==> src/design/lmcr_pkg.sv <==
`timescale 1ns / 1ps
`default_nettype none

package lmcr_pkg;

   localparam int MODULE_COUNT = 8;
   localparam int MOD_IDX_W    = $clog2(MODULE_COUNT);
   localparam int QUEUE_DEPTH  = 2;
   localparam int QUEUE_PTR_W  = $clog2(QUEUE_DEPTH);
   localparam int QUEUE_CNT_W  = $clog2(QUEUE_DEPTH + 1);
   localparam logic [5:0] INVERT_ABOVE = 6'd15;

   typedef enum logic {
      OP_WRITE  = 1'b0,
      OP_RENDER = 1'b1
   } opcode_type;

   // one classified word handed from front to back
   typedef struct packed {
      opcode_type  opcode;
      logic [3:0]  address;
      logic [7:0]  value;
      logic        digit_row;
      logic [3:0]  hour_tens;
      logic [3:0]  hour_units;
      logic [3:0]  minute_tens;
      logic [3:0]  minute_units;
      logic        colon_on;
   } cmd_type;

   // 10-digit 8x16 font, digit major
   localparam logic [7:0] FONT_ROM [10][16] = '{
      '{8'h00,8'h78,8'h84,8'h84,8'h84,8'h84,8'h84,8'h84,
        8'h84,8'h84,8'h84,8'h84,8'h84,8'h78,8'h00,8'h00},
      '{8'h00,8'h04,8'h14,8'h44,8'h04,8'h04,8'h04,8'h04,
        8'h04,8'h04,8'h04,8'h04,8'h04,8'h04,8'h00,8'h00},
      '{8'h00,8'h78,8'h04,8'h04,8'h04,8'h04,8'h04,8'h78,
        8'h80,8'h80,8'h80,8'h80,8'h80,8'h78,8'h00,8'h00},
      '{8'h00,8'hF8,8'h04,8'h04,8'h04,8'h04,8'h04,8'hFC,
        8'h04,8'h04,8'h04,8'h04,8'h04,8'hF8,8'h00,8'h00},
      '{8'h00,8'h84,8'h84,8'h84,8'h84,8'h84,8'h84,8'h7C,
        8'h04,8'h04,8'h04,8'h04,8'h04,8'h04,8'h00,8'h00},
      '{8'h00,8'h78,8'h80,8'h80,8'h80,8'h80,8'h80,8'h78,
        8'h04,8'h04,8'h04,8'h04,8'h04,8'h78,8'h00,8'h00},
      '{8'h00,8'h78,8'h80,8'h80,8'h80,8'h80,8'h80,8'hF8,
        8'h84,8'h84,8'h84,8'h84,8'h84,8'h78,8'h00,8'h00},
      '{8'h00,8'hF8,8'h04,8'h04,8'h04,8'h04,8'h04,8'h04,
        8'h04,8'h04,8'h04,8'h04,8'h04,8'h04,8'h00,8'h00},
      '{8'h00,8'h78,8'h84,8'h84,8'h84,8'h84,8'h84,8'h78,
        8'h84,8'h84,8'h84,8'h84,8'h84,8'h78,8'h00,8'h00},
      '{8'h00,8'h78,8'h84,8'h84,8'h84,8'h84,8'h84,8'h7C,
        8'h04,8'h04,8'h04,8'h04,8'h04,8'h78,8'h00,8'h00}
   };

   // digits above nine are blank
   function automatic logic [7:0] font_byte(input logic [3:0] digit, input logic [3:0] row);
      logic [7:0] b;
      b = 8'h00;
      if (digit <= 4'd9) begin
         b = FONT_ROM[digit][row];
      end
      return b;
   endfunction

   function automatic logic [7:0] mirror8(input logic [7:0] v);
      logic [7:0] r;
      for (int i = 0; i < 8; i++) begin
         r[i] = v[7-i];
      end
      return r;
   endfunction

endpackage

`default_nettype wire

==> src/design/lmcr_front.sv <==
`timescale 1ns / 1ps
`default_nettype none

module lmcr_front
   import lmcr_pkg::*;
(
   input  wire logic       start,
   input  wire logic       queue_full,
   input  wire logic       opcode,
   input  wire logic [3:0] register_address,
   input  wire logic [7:0] register_value,
   input  wire logic [3:0] hour_tens,
   input  wire logic [3:0] hour_units,
   input  wire logic [3:0] minute_tens,
   input  wire logic [3:0] minute_units,
   input  wire logic       colon_on,
   output logic            busy,
   output logic            push,
   output cmd_type         cmd
);

   logic digit_row;
   logic drop;

   // rows 1 to 8 are digit rows
   assign digit_row = (register_address >= 4'd1) && (register_address <= 4'd8);

   // a render outside the digit rows yields nothing and is dropped
   assign drop = (opcode_type'(opcode) == OP_RENDER) && !digit_row;

   assign busy = queue_full;
   assign push = start && !queue_full && !drop;

   // pack the classified word
   always_comb begin
      cmd.opcode       = opcode_type'(opcode);
      cmd.address      = register_address;
      cmd.value        = register_value;
      cmd.digit_row    = digit_row;
      cmd.hour_tens    = hour_tens;
      cmd.hour_units   = hour_units;
      cmd.minute_tens  = minute_tens;
      cmd.minute_units = minute_units;
      cmd.colon_on     = colon_on;
   end

endmodule

`default_nettype wire

==> src/design/lmcr_queue.sv <==
`timescale 1ns / 1ps
`default_nettype none

module lmcr_queue
   import lmcr_pkg::*;
(
   input  wire logic    clock,
   input  wire logic    reset,
   input  wire logic    push,
   input  wire cmd_type push_cmd,
   input  wire logic    pop,
   output logic         full,
   output logic         not_empty,
   output cmd_type      head
);

   cmd_type                 slot_ff [QUEUE_DEPTH];
   logic [QUEUE_PTR_W-1:0]  wr_ptr_ff, wr_ptr_in;
   logic [QUEUE_PTR_W-1:0]  rd_ptr_ff, rd_ptr_in;
   logic [QUEUE_CNT_W-1:0]  count_ff, count_in;

   assign full      = (count_ff == QUEUE_CNT_W'(QUEUE_DEPTH));
   assign not_empty = (count_ff != '0);
   assign head      = slot_ff[rd_ptr_ff];

   // pointer and fill count
   always_comb begin
      wr_ptr_in = push ? wr_ptr_ff + 1'b1 : wr_ptr_ff;
      rd_ptr_in = pop ? rd_ptr_ff + 1'b1 : rd_ptr_ff;
      count_in  = count_ff;
      if (push && !pop) begin
         count_in = count_ff + 1'b1;
      end else if (pop && !push) begin
         count_in = count_ff - 1'b1;
      end
   end

   always_ff @(posedge clock) begin
      if (reset) begin
         wr_ptr_ff <= '0;
         rd_ptr_ff <= '0;
         count_ff  <= '0;
      end else begin
         wr_ptr_ff <= wr_ptr_in;
         rd_ptr_ff <= rd_ptr_in;
         count_ff  <= count_in;
      end
   end

   // storage
   always_ff @(posedge clock) begin
      if (push) begin
         slot_ff[wr_ptr_ff] <= push_cmd;
      end
   end

endmodule

`default_nettype wire

==> src/design/lmcr_back.sv <==
`timescale 1ns / 1ps
`default_nettype none

module lmcr_back
   import lmcr_pkg::*;
(
   input  wire logic        clock,
   input  wire logic        reset,
   input  wire logic        cmd_valid,
   input  wire cmd_type     cmd,
   input  wire logic [5:0]  intensity_level,
   output logic             pop,
   output logic             rsp_strobe,
   output logic [2:0]       rsp_module_index,
   output logic [7:0]       rsp_address_byte,
   output logic [7:0]       rsp_data_byte,
   output logic             rsp_last
);

   logic [MOD_IDX_W-1:0] mod_ff, mod_in;
   logic                 strobe_ff, strobe_in;
   logic [2:0]           index_ff;
   logic [7:0]           addr_ff;
   logic [7:0]           data_ff, data_in;
   logic                 last_ff, last_in;

   logic                 upper;
   logic [3:0]           digit;
   logic [3:0]           row;
   logic [7:0]           b_font, b_shift, b_colon, b_inv;

   assign upper = mod_ff[MOD_IDX_W-1];
   assign pop   = cmd_valid && (mod_ff == MOD_IDX_W'(MODULE_COUNT - 1));

   // digit shown on the current module
   always_comb begin
      unique case (mod_ff)
         3'd0, 3'd7: digit = cmd.hour_tens;
         3'd1, 3'd6: digit = cmd.hour_units;
         3'd2, 3'd5: digit = cmd.minute_tens;
         default:    digit = cmd.minute_units;
      endcase
   end

   // lower modules take font rows 8..15, upper ones rows 7..0
   assign row = upper ? (4'd8 - cmd.address) : (4'd7 + cmd.address);

   // render one pixel byte
   always_comb begin
      b_font  = font_byte(digit, row);
      b_shift = ((mod_ff >= 3'd2) && (mod_ff <= 3'd5)) ? (b_font >> 2) : b_font;
      b_colon = b_shift;
      if (cmd.colon_on && ((cmd.address == 4'd2) || (cmd.address == 4'd3))) begin
         if ((mod_ff == 3'd2) || (mod_ff == 3'd5)) begin
            b_colon = b_colon | 8'h80;
         end
         if ((mod_ff == 3'd1) || (mod_ff == 3'd6)) begin
            b_colon = b_colon | 8'h01;
         end
      end
      b_inv = (intensity_level > INVERT_ABOVE) ? ~b_colon : b_colon;
   end

   // pick data for the current word
   always_comb begin
      unique case (cmd.opcode)
         OP_WRITE:  data_in = (cmd.digit_row && upper) ? mirror8(cmd.value) : cmd.value;
         OP_RENDER: data_in = upper ? mirror8(b_inv) : b_inv;
         default:   data_in = cmd.value;
      endcase
      strobe_in = cmd_valid;
      last_in   = pop;
      mod_in    = cmd_valid ? mod_ff + 1'b1 : mod_ff;
   end

   // module counter and strobe
   always_ff @(posedge clock) begin
      if (reset) begin
         mod_ff    <= '0;
         strobe_ff <= 1'b0;
      end else begin
         mod_ff    <= mod_in;
         strobe_ff <= strobe_in;
      end
   end

   // output word register
   always_ff @(posedge clock) begin
      if (cmd_valid) begin
         index_ff <= 3'(mod_ff);
         addr_ff  <= {4'd0, cmd.address};
         data_ff  <= data_in;
         last_ff  <= last_in;
      end
   end

   assign rsp_strobe       = strobe_ff;
   assign rsp_module_index = index_ff;
   assign rsp_address_byte = addr_ff;
   assign rsp_data_byte    = data_ff;
   assign rsp_last         = last_ff;

endmodule

`default_nettype wire

==> src/design/led_matrix_clock_row_renderer.sv <==
`timescale 1ns / 1ps
`default_nettype none

// Renders (address, data) byte pairs for a chain of eight 8x8 LED matrix
// drivers showing an HH:MM clock. A command is taken when start is high and
// busy is low; a register write or a render of rows 1 to 8 then yields eight
// words, module 0 first, one per clock on the rsp_ ports with rsp_strobe high
// for one cycle each and rsp_last on the eighth. The receiver cannot stall.
// A taken command waits in the queue and its words leave through the output
// word register; a render of a row outside 1 to 8 yields nothing.
// The output sequencer emits one word per cycle and sends a command's words
// in a row. A two-entry command queue holds the command being sent
// plus one more, so busy rises only once a second command waits behind the
// one in progress, and back to back commands keep the outputs busy every
// cycle. Write the intensity register through csr_ only while no command is
// in flight.
module led_matrix_clock_row_renderer
   import lmcr_pkg::*;
(
   input  wire logic       clock,
   input  wire logic       reset,
   input  wire logic       start,
   output logic            busy,
   input  wire logic       req_opcode,
   input  wire logic [3:0] req_register_address,
   input  wire logic [7:0] req_register_value,
   input  wire logic [3:0] req_hour_tens,
   input  wire logic [3:0] req_hour_units,
   input  wire logic [3:0] req_minute_tens,
   input  wire logic [3:0] req_minute_units,
   input  wire logic       req_colon_on,
   output logic            rsp_strobe,
   output logic [2:0]      rsp_module_index,
   output logic [7:0]      rsp_address_byte,
   output logic [7:0]      rsp_data_byte,
   output logic            rsp_last,
   input  wire logic       csr_valid,
   output logic            csr_ready,
   input  wire logic [5:0] csr_intensity_level
);

   logic       push;
   logic       pop;
   logic       queue_full;
   logic       queue_not_empty;
   cmd_type    push_cmd;
   cmd_type    head_cmd;
   logic [5:0] intensity_ff, intensity_in;

   // intensity register
   assign csr_ready    = 1'b1;
   assign intensity_in = (csr_valid && csr_ready) ? csr_intensity_level : intensity_ff;

   always_ff @(posedge clock) begin
      if (reset) begin
         intensity_ff <= 6'd1;
      end else begin
         intensity_ff <= intensity_in;
      end
   end

   lmcr_front u_front (
      .start            (start),
      .queue_full       (queue_full),
      .opcode           (req_opcode),
      .register_address (req_register_address),
      .register_value   (req_register_value),
      .hour_tens        (req_hour_tens),
      .hour_units       (req_hour_units),
      .minute_tens      (req_minute_tens),
      .minute_units     (req_minute_units),
      .colon_on         (req_colon_on),
      .busy             (busy),
      .push             (push),
      .cmd              (push_cmd)
   );

   lmcr_queue u_queue (
      .clock     (clock),
      .reset     (reset),
      .push      (push),
      .push_cmd  (push_cmd),
      .pop       (pop),
      .full      (queue_full),
      .not_empty (queue_not_empty),
      .head      (head_cmd)
   );

   lmcr_back u_back (
      .clock            (clock),
      .reset            (reset),
      .cmd_valid        (queue_not_empty),
      .cmd              (head_cmd),
      .intensity_level  (intensity_ff),
      .pop              (pop),
      .rsp_strobe       (rsp_strobe),
      .rsp_module_index (rsp_module_index),
      .rsp_address_byte (rsp_address_byte),
      .rsp_data_byte    (rsp_data_byte),
      .rsp_last         (rsp_last)
   );

endmodule

`default_nettype wire

==> config.mk <==
export PLATFORM = sky130hd
export DESIGN_NAME = led_matrix_clock_row_renderer
export DESIGN_NICKNAME = d
export VERILOG_FILES = /design/src/design/lmcr_pkg.sv /design/src/design/lmcr_front.sv /design/src/design/lmcr_queue.sv /design/src/design/lmcr_back.sv /design/src/design/led_matrix_clock_row_renderer.sv
export SDC_FILE = /design/constraint.sdc
export NUM_CORES = 1
export LEC_CHECK = 0
export BUFFER_PORTS_ARGS = -buffer_cell sky130_fd_sc_hd__buf_4
export CAP_MARGIN = 20
export CORE_MARGIN = 8
export CORE_UTILIZATION = 60
export DETAILED_ROUTE_END_ITERATION = 7
export GPL_TIMING_DRIVEN = 0
export HOLD_SLACK_MARGIN = 0.03
export PLACE_DENSITY = 0.82
export SYNTH_ARGS = -nofsm -noshare
export SYNTH_HDL_FRONTEND = slang
export SYNTH_HIERARCHICAL = 1
export SYNTH_SLANG_ARGS = --single-unit
==> constraint.sdc <==
create_clock -name clock -period 9.26 [get_ports clock]
set_input_delay 0.926 -clock clock [delete_from_list [all_inputs] [get_ports clock]]
set_output_delay 0.926 -clock clock [all_outputs]
set_load 0.005 [all_outputs]
==> key figures, run 1 <==
Worst hold path
  – Endpoint of the worst hold path: u_queue/count_ff[1]$_SDFFE_PP0P_
  – Hold path startpoint: u_queue/count_ff[1]$_SDFFE_PP0P_
  – Number of cells on the worst hold path: 2
  – Hold Crit Class: reg -> reg

Setup path
  – CP startpoint kind: flop
  – Biggest fanout along the worst timing path: 10
  – Endpoint of the worst-slack reg-to-reg timing path: u_back/rsp_data_byte[6]$_DFFE_PP_
  – Critical path arrival: 4.30 ns
  – Depth of the worst register-to-register path: 14
  – Endpoint kind of the worst setup timing path: flop
  – Setup slack on the worst flop-to-flop path: around 5.0 ns
  – CP required: 9.35 ns
  – Type of the worst setup path: reg -> reg

Drt
  – Post-DR wirelength/cell: approximately 18 um
  – Antenna violation net count after detailed routing: 0
  – Number of iterations in the first detailed-routing pass: 6
  – Total Routed Length: around 11000 um
  – Via/cell ratio: 6.00
  – Initial DRC Count: around 270
  – DRC: 0
  – Via total after detailed routing: 3602

Run status
  – Outcome: complete, no violations

Timing
  – Actual slew at the worst max-slew pin: around 0.93 ns
  – Headroom to the max-slew limit: 0.381
  – Minimum period implied by the final worst setup slack: around 4.2 ns
  – Slew Limit Fails: 0
  – Tcrit/Tclk final: 0.455
  – Final-layout setup total negative slack: 0 ns
  – Fmax: 0.237 GHz
  – Final-report setup violation count: 0
  – Fin. Hold Viols: 0
  – Final setup margin: ~5.0 ns
  – Setup repair after global routing missed its margin: no
  – Worst clock skew: approximately 0.015 ns

GRT
  – Overall global routing resource usage: 0.191
  – Wire length of the first global-routing pass: 17700 um
  – Pin count of the biggest net entering global routing: 32
  – Vias in the first global route: between 3000 and 4000
  – Grt total ovfl: 0
  – Antenna violations before repair: 0

Place
  – Last weighted congestion value of the routability-driven placer: ~0.9
  – HPWL after DPL: ~8000 um
  – Pre-CTS worst setup slack: around 5.1 ns
  – Total of buffers placed on input and output ports: 27

Die
  – I/O pins: 63
  – Initial standard-cell utilization of the core: 0.605
  – # rows: 34
  – Area of the die: 0.0118 mm^2
  – Floorplan die width: approximately 110 um
  – Die Height: 109 um
  – Core area: roughly 0.0086 mm^2

Clock network
  – Clock Latency Late Sink: ~0.36 ns
  – Number of clock buffers inserted by TritonCTS: 9
  – Number of clock sinks seen by CTS: about 90
  – CTS tree: yes
  – Number of buffers added for setup after CTS: 0
  – Post-CTS clock slew at the launch and capture registers of the worst setup and hold paths: 0.10 ns
  – Cell at the root of the clock tree: sky130_fd_sc_hd__clkbuf_8
  – Cts-stage hold buffer count: 0
  – Count of H-tree levels built during CTS: 3
  – CTS Buffer Depth: 2
  – Count of instances resized after the clock tree is built: 0

Run
  – Max-cap violations: 0

Power and ir drop
  – Static Leak: roughly 2.1 nW
  – Power Dens Cells: approximately 220 mW/mm^2
  – Largest voltage drop on the vdd net: around 0.13 mV

Layout
  – Area occupied by multi-input gates: 0.00219 mm^2
  – Filler Cell Count: 639
  – Relative area change from synthesis to final layout: 11.7%
  – Number of antenna cells inserted: 0
  – Share of final-layout standard cells stronger than drive strength 1: 0.307
  – Net count reported at finish: approximately 540
  – Register Area: about 0.0026 mm^2

Synth
  – Number of standard cells after synthesis: ~450
  – Count of synthesis-stage warnings from yosys: 6
  – Combined area of all synthesized cells: 0.00517 mm^2
  – Synth Area per Inst: ~12 um^2
-- power by group --
group,internal (mW),switching (mW),leakage (nW),total [mW]
Combinational,0.205,0.277,1.21,0.482
Clock,0.133,0.151,0.111,0.284
Sequential,0.487,0.0157,0.817,0.503
Total,0.826,0.443,2.14,1.27
-- per-stage QoR --
step / util / area, um^2 / power (mW) / instances / hold WS (ns)
final: 0.675 / 5770 / 1.27 / 600 / 0.513
after global routing: 0.675 / 5770 / 1.33 / 600 / 0.550
after CTS: 0.675 / 5770 / 1.27 / 600 / 0.509
after detailed placement: 0.650 / 5560 / 0.984 / 584 / 0.494
after global placement: 0.646 / 5520 / 0.974 / 583 / 0.474
after floorplan: - / 5180 / 0.864 / 448 / 0.456
-- critical path, stage by stage (launching register included) --
cell and delay, ns:
sky130_fd_sc_hd__dfxtp_1 0.39, sky130_fd_sc_hd__buf_2 0.27, sky130_fd_sc_hd__mux2_2 0.42, sky130_fd_sc_hd__or3b_1 0.38, sky130_fd_sc_hd__a21o_1 0.20, sky130_fd_sc_hd__a21oi_2 0.21, sky130_fd_sc_hd__or2_2 0.20, sky130_fd_sc_hd__inv_2 0.09
sky130_fd_sc_hd__ha_1 0.22, sky130_fd_sc_hd__o31a_1 0.33, sky130_fd_sc_hd__a21oi_1 0.26, sky130_fd_sc_hd__a311oi_4 0.12, sky130_fd_sc_hd__or4_1 0.52, sky130_fd_sc_hd__a21boi_1 0.21, sky130_fd_sc_hd__o32ai_1 0.13
-- per-layer routing --
layer / up-vias / wire (um) / track usage
met1: 1726 / 4670 / 0.239
met4: 0 / 128 / 0.0596
li1: 1715 / - / -
met2: 151 / 5550 / 0.325
met3: 10 / 733 / 0.0408
met5: - / 0 / 0
-- how the worst max path moves through the flow --
stage,cells after the start,endpoint
final,14,u_back/rsp_data_byte[6]$_DFFE_PP_
after global routing,14,u_back/rsp_data_byte[6]$_DFFE_PP_
after CTS,14,u_back/rsp_data_byte[6]$_DFFE_PP_
after detailed placement,14,u_back/rsp_data_byte[6]$_DFFE_PP_
after global placement,4,u_queue/slot_ff[0][4]$_DFFE_PP_
after floorplan,3,u_queue/slot_ff[0][0]$_DFFE_PP_
-- cells in the final DEF, fill, tap and decap left out, types with 5 or more instances in the layout --
master / count
sky130_fd_sc_hd__xnor2_1: 16
sky130_fd_sc_hd__o21ai_0: 8
sky130_fd_sc_hd__mux2_2: 36
sky130_fd_sc_hd__or2_2: 5
sky130_fd_sc_hd__a21oi_1: 18
sky130_fd_sc_hd__clkbuf_1: 8
sky130_fd_sc_hd__ha_1: 11
sky130_fd_sc_hd__clkbuf_8: 9
sky130_fd_sc_hd__edfxtp_1: 78
sky130_fd_sc_hd__o211ai_1: 7
sky130_fd_sc_hd__mux2i_1: 7
sky130_fd_sc_hd__a211oi_1: 6
sky130_fd_sc_hd__buf_4: 64
sky130_fd_sc_hd__nor3_1: 7
sky130_fd_sc_hd__and3_1: 8
sky130_fd_sc_hd__nand2_1: 25
sky130_fd_sc_hd__buf_6: 5
sky130_fd_sc_hd__dfxtp_1: 11
sky130_fd_sc_hd__nor2_1: 25
sky130_fd_sc_hd__inv_1: 7
sky130_fd_sc_hd__nand3_1: 13
sky130_fd_sc_hd__buf_2: 8
sky130_fd_sc_hd__nand2b_1: 5
sky130_fd_sc_hd__conb_1: 5
-- sequential cells by signal (all words and copies together) (netlist names), named ones only --
name / count
intensity_ff: 2
u_back/rsp_module_index: 3
u_queue/wr_ptr_ff: 1
u_queue/rd_ptr_ff: 1
u_back/rsp_address_byte: 4
u_back/rsp_strobe: 1
u_back/mod_ff: 3
u_back/rsp_data_byte: 8
u_queue/slot_ff: 62
u_queue/count_ff: 2
u_back/rsp_last: 1
-- final cells by class --
| type | instances | area share |
|---|---|---|
| clock buffer | 9 | 0.0215 |
| buffer | 58 | 0.0700 |
| multi-input combinational | 293 | 0.380 |
| sequential | 89 | 0.444 |
| timing repair buffer | 28 | 0.0399 |
| tap | 108 | 0.0234 |
| clock inverter | 7 | 0.0165 |
| inverter | 8 | 0.00520 |
Note: power is estimated with default switching activity, not from simulation.
==> run 2, diff against run 1 <==
Settings changed: CORE_UTILIZATION 60 to 59, PLACE_DENSITY 0.82 to 0.81.
Clock period 9.26 ns to 4.2 ns, I/O delays scaled along.
==> run 2 against run 1 <==
Effect of this change:
- combinational power increased by 120%
- global-route usage increased by 0.34 points
- sequential cell count unchanged
- non-clock buffer count unchanged
- largest power group unchanged
==> key figures, run 2 (synthesized netlist as in run 1, its figures left out) <==
Timing
  – Actual slew at the worst max-slew pin: 0.921 ns (-0.00487 ns)
  – Minimum period implied by the final worst setup slack: 4.04 ns (-0.169 ns)
  – Fin. Hold Viols: 0 (unchanged)
  – Fmax: 0.247 GHz (+4.2%)
  – Worst clock skew: 0.0133 ns (-0.00197 ns)
  – Tcrit/Tclk final: 0.963 (+0.508)
  – Final-layout setup total negative slack: 0 ns (unchanged)
  – Slew Limit Fails: 0 (unchanged)
  – Final setup margin: 0.157 ns (-4.89 ns)
  – Headroom to the max-slew limit: 0.385 (+0.00325)
  – Setup repair after global routing missed its margin: no
  – Final-report setup violation count: 0 (unchanged)

Drt
  – Initial DRC Count: 237 (-13%)
  – Via total after detailed routing: 3638 (+1.0%)
  – Post-DR wirelength/cell: 19.1 um (+3.4%)
  – Number of iterations in the first detailed-routing pass: 5 (-1)
  – Total Routed Length: 11500 um (+3.4%)
  – Via/cell ratio: 6.06 (+1.0%)
  – Antenna violation net count after detailed routing: 0 (unchanged)
  – DRC: 0 (unchanged)

Layout
  – Max reg flops: 62 (unchanged)
  – Register with the most flip-flops: u_queue/slot_ff
  – Share of final-layout standard cells stronger than drive strength 1: 0.317 (+0.0102)
  – Number of antenna cells inserted: 0 (unchanged)
  – Final non-filler cell total: 600 (unchanged)
  – Filler Cell Count: 628 (-1.7%)
  – Relative area change from synthesis to final layout: 12.2%
  – Net count reported at finish: 538 (unchanged)
  – Commonest cells after routing, fill and taps aside: 78 x sky130_fd_sc_hd__edfxtp_1, 65 x sky130_fd_sc_hd__buf_4, 36 x sky130_fd_sc_hd__mux2_2
  – Most frequent standard cell in the layout excluding fill and tap cells: sky130_fd_sc_hd__edfxtp_1
  – Share of the core filled with cells in the final layout: 0.675 (about the same)

GRT
  – Vias in the first global route: 3621 (-0.58%)
  – Pin count of the biggest net entering global routing: 32 (unchanged)
  – Wire length of the first global-routing pass: 18200 um (+2.5%)
  – Antenna violations before repair: 0 (unchanged)
  – Overall global routing resource usage: 0.195 (+0.00345)
  – Grt total ovfl: 0 (unchanged)

Place
  – Pre-CTS worst setup slack: 0.0989 ns (-5.03 ns)
  – Last weighted congestion value of the routability-driven placer: 0.883 (+0.20%)
  – HPWL after DPL: 8310 um (+1.6%)
  – Placed insts: 584 (unchanged)
  – Total of buffers placed on input and output ports: 27 (unchanged)

Power and ir drop
  – Static Leak: 2.15 nW (+0.31%)
  – Largest voltage drop on the vdd net: 0.331 mV (+150%)
  – Power Dens Cells: 486 mW/mm^2 (+120%)

Worst hold path
  – Hold Crit Class: in -> reg
  – Number of cells on the worst hold path: 1 (-1)

Die
  – Core area: 0.00859 mm^2 (+0.50%)
  – I/O pins: 63 (unchanged)
  – Area of the die: 0.0120 mm^2 (+1.4%)
  – Die Height: 110 um (+0.72%)
  – Initial standard-cell utilization of the core: 0.602 (-0.00299)
  – # rows: 34 (unchanged)
  – Floorplan die width: 110 um (+0.72%)

Clock network
  – Number of clock buffers inserted by TritonCTS: 9 (unchanged)
  – Number of clock sinks seen by CTS: 89 (unchanged)
  – Number of buffers added for setup after CTS: 0 (unchanged)
  – Cts-stage hold buffer count: 0 (unchanged)
  – Clock Latency Late Sink: 0.36 ns (about the same)
  – Cell at the root of the clock tree: sky130_fd_sc_hd__clkbuf_8
  – Count of instances resized after the clock tree is built: 0 (unchanged)
  – Count of H-tree levels built during CTS: 3 (unchanged)
  – CTS Buffer Depth: 2 (unchanged)
  – CTS tree: yes
  – Post-CTS clock slew at the launch and capture registers of the worst setup and hold paths: 0.10 ns (about the same)

Setup path
  – Depth of the worst register-to-register path: 14 (unchanged)
  – CP required: 4.35 ns (-5.00 ns)
  – CP startpoint kind: flop
  – Critical path arrival: 4.19 ns (-0.11 ns)
  – Type of the worst setup path: reg -> reg
  – Endpoint kind of the worst setup timing path: flop
  – CP Cell Sequence: buf_4 > mux2_2 > or3b_1 > a21o_1 > a21oi_2 > or2_2 > inv_2 > ha_1 > o31a_1 > a21oi_1 > a311oi_4 > or2_1 > and3_1 > o32ai_1
  – CP max stage cell: sky130_fd_sc_hd__mux2_2
  – Worst path max stage delay: 0.40 ns (-0.12 ns)
  – Biggest fanout along the worst timing path: 10 (unchanged)

Run status
  – Outcome: complete, no violations

Run
  – Max-cap violations: 0 (unchanged)
[run 2: changes by cell type in the layout (fill, tap and decap cells not counted), sizes merged]
cell	change
clkbuf	+1
clkinv	+1
buf	-1
inv	-1
[run 2: layout make-up]
type                            count  area [um^2]  share of cell area
Clock inverter                      7         95.1              0.0164
Sequential cell                    89         2560               0.442
Inverter                            8         30.0             0.00517
Buffer                             58          409              0.0705
Tap cell                          108          135              0.0233
Clock buffer                        9          124              0.0213
Timing Repair Buffer               28          230              0.0397
Multi-Input combinational cell    293         2220               0.382
[run 2: final timing paths]
check	slack (ns)	startpoint	to
max reg2reg	0.16	flop	u_back/rsp_data_byte[6]$_DFFE_PP_
min	0.24	req_register_value[1]	u_queue/slot_ff[1][19]$_DFFE_PP_
min reg2reg	0.52	u_queue/count_ff[1]$_SDFFE_PP0P_	u_queue/count_ff[1]$_SDFFE_PP0P_
max	0.16	flop	u_back/rsp_data_byte[6]$_DFFE_PP_
[run 2: layer usage]
metal  GRT usage  vias up  routed length [um]
met1       0.248     1753                4910
li1            -     1724                   -
met4      0.0675        0                 209
met2       0.326      135                5750
met3      0.0363       26                 588
met5           0        -                   0
[run 2: where the power goes]
group          internal (mW)  switching, mW  total [mW]
registers               1.07         0.0352        1.11
clock network          0.292          0.340       0.632
logic                  0.459          0.621        1.08
[run 2: through the flow]
step	instance area, um^2	hold slack (ns)	total power [mW]
detailed placement	5560	0.509	2.17
floorplan	5180	0.456	1.91
global placement	5520	0.474	2.15
global route	5800	0.215	2.95
finish	5800	0.236	2.82
CTS	5770	0.222	2.81
[run 2: critical path, delay by kind of cell (launching register included)]
| kind | cells | cell delay [ns] |
|---|---|---|
| AO/OA/AOI/OAI | 6 | 1.49 |
| adder cells (fa/ha/maj) | 1 | 0.22 |
| buffers and inverters | 2 | 0.28 |
| flip-flops | 1 | 0.38 |
| multiplexers | 1 | 0.40 |
| AND/OR/NAND/NOR | 4 | 1.06 |
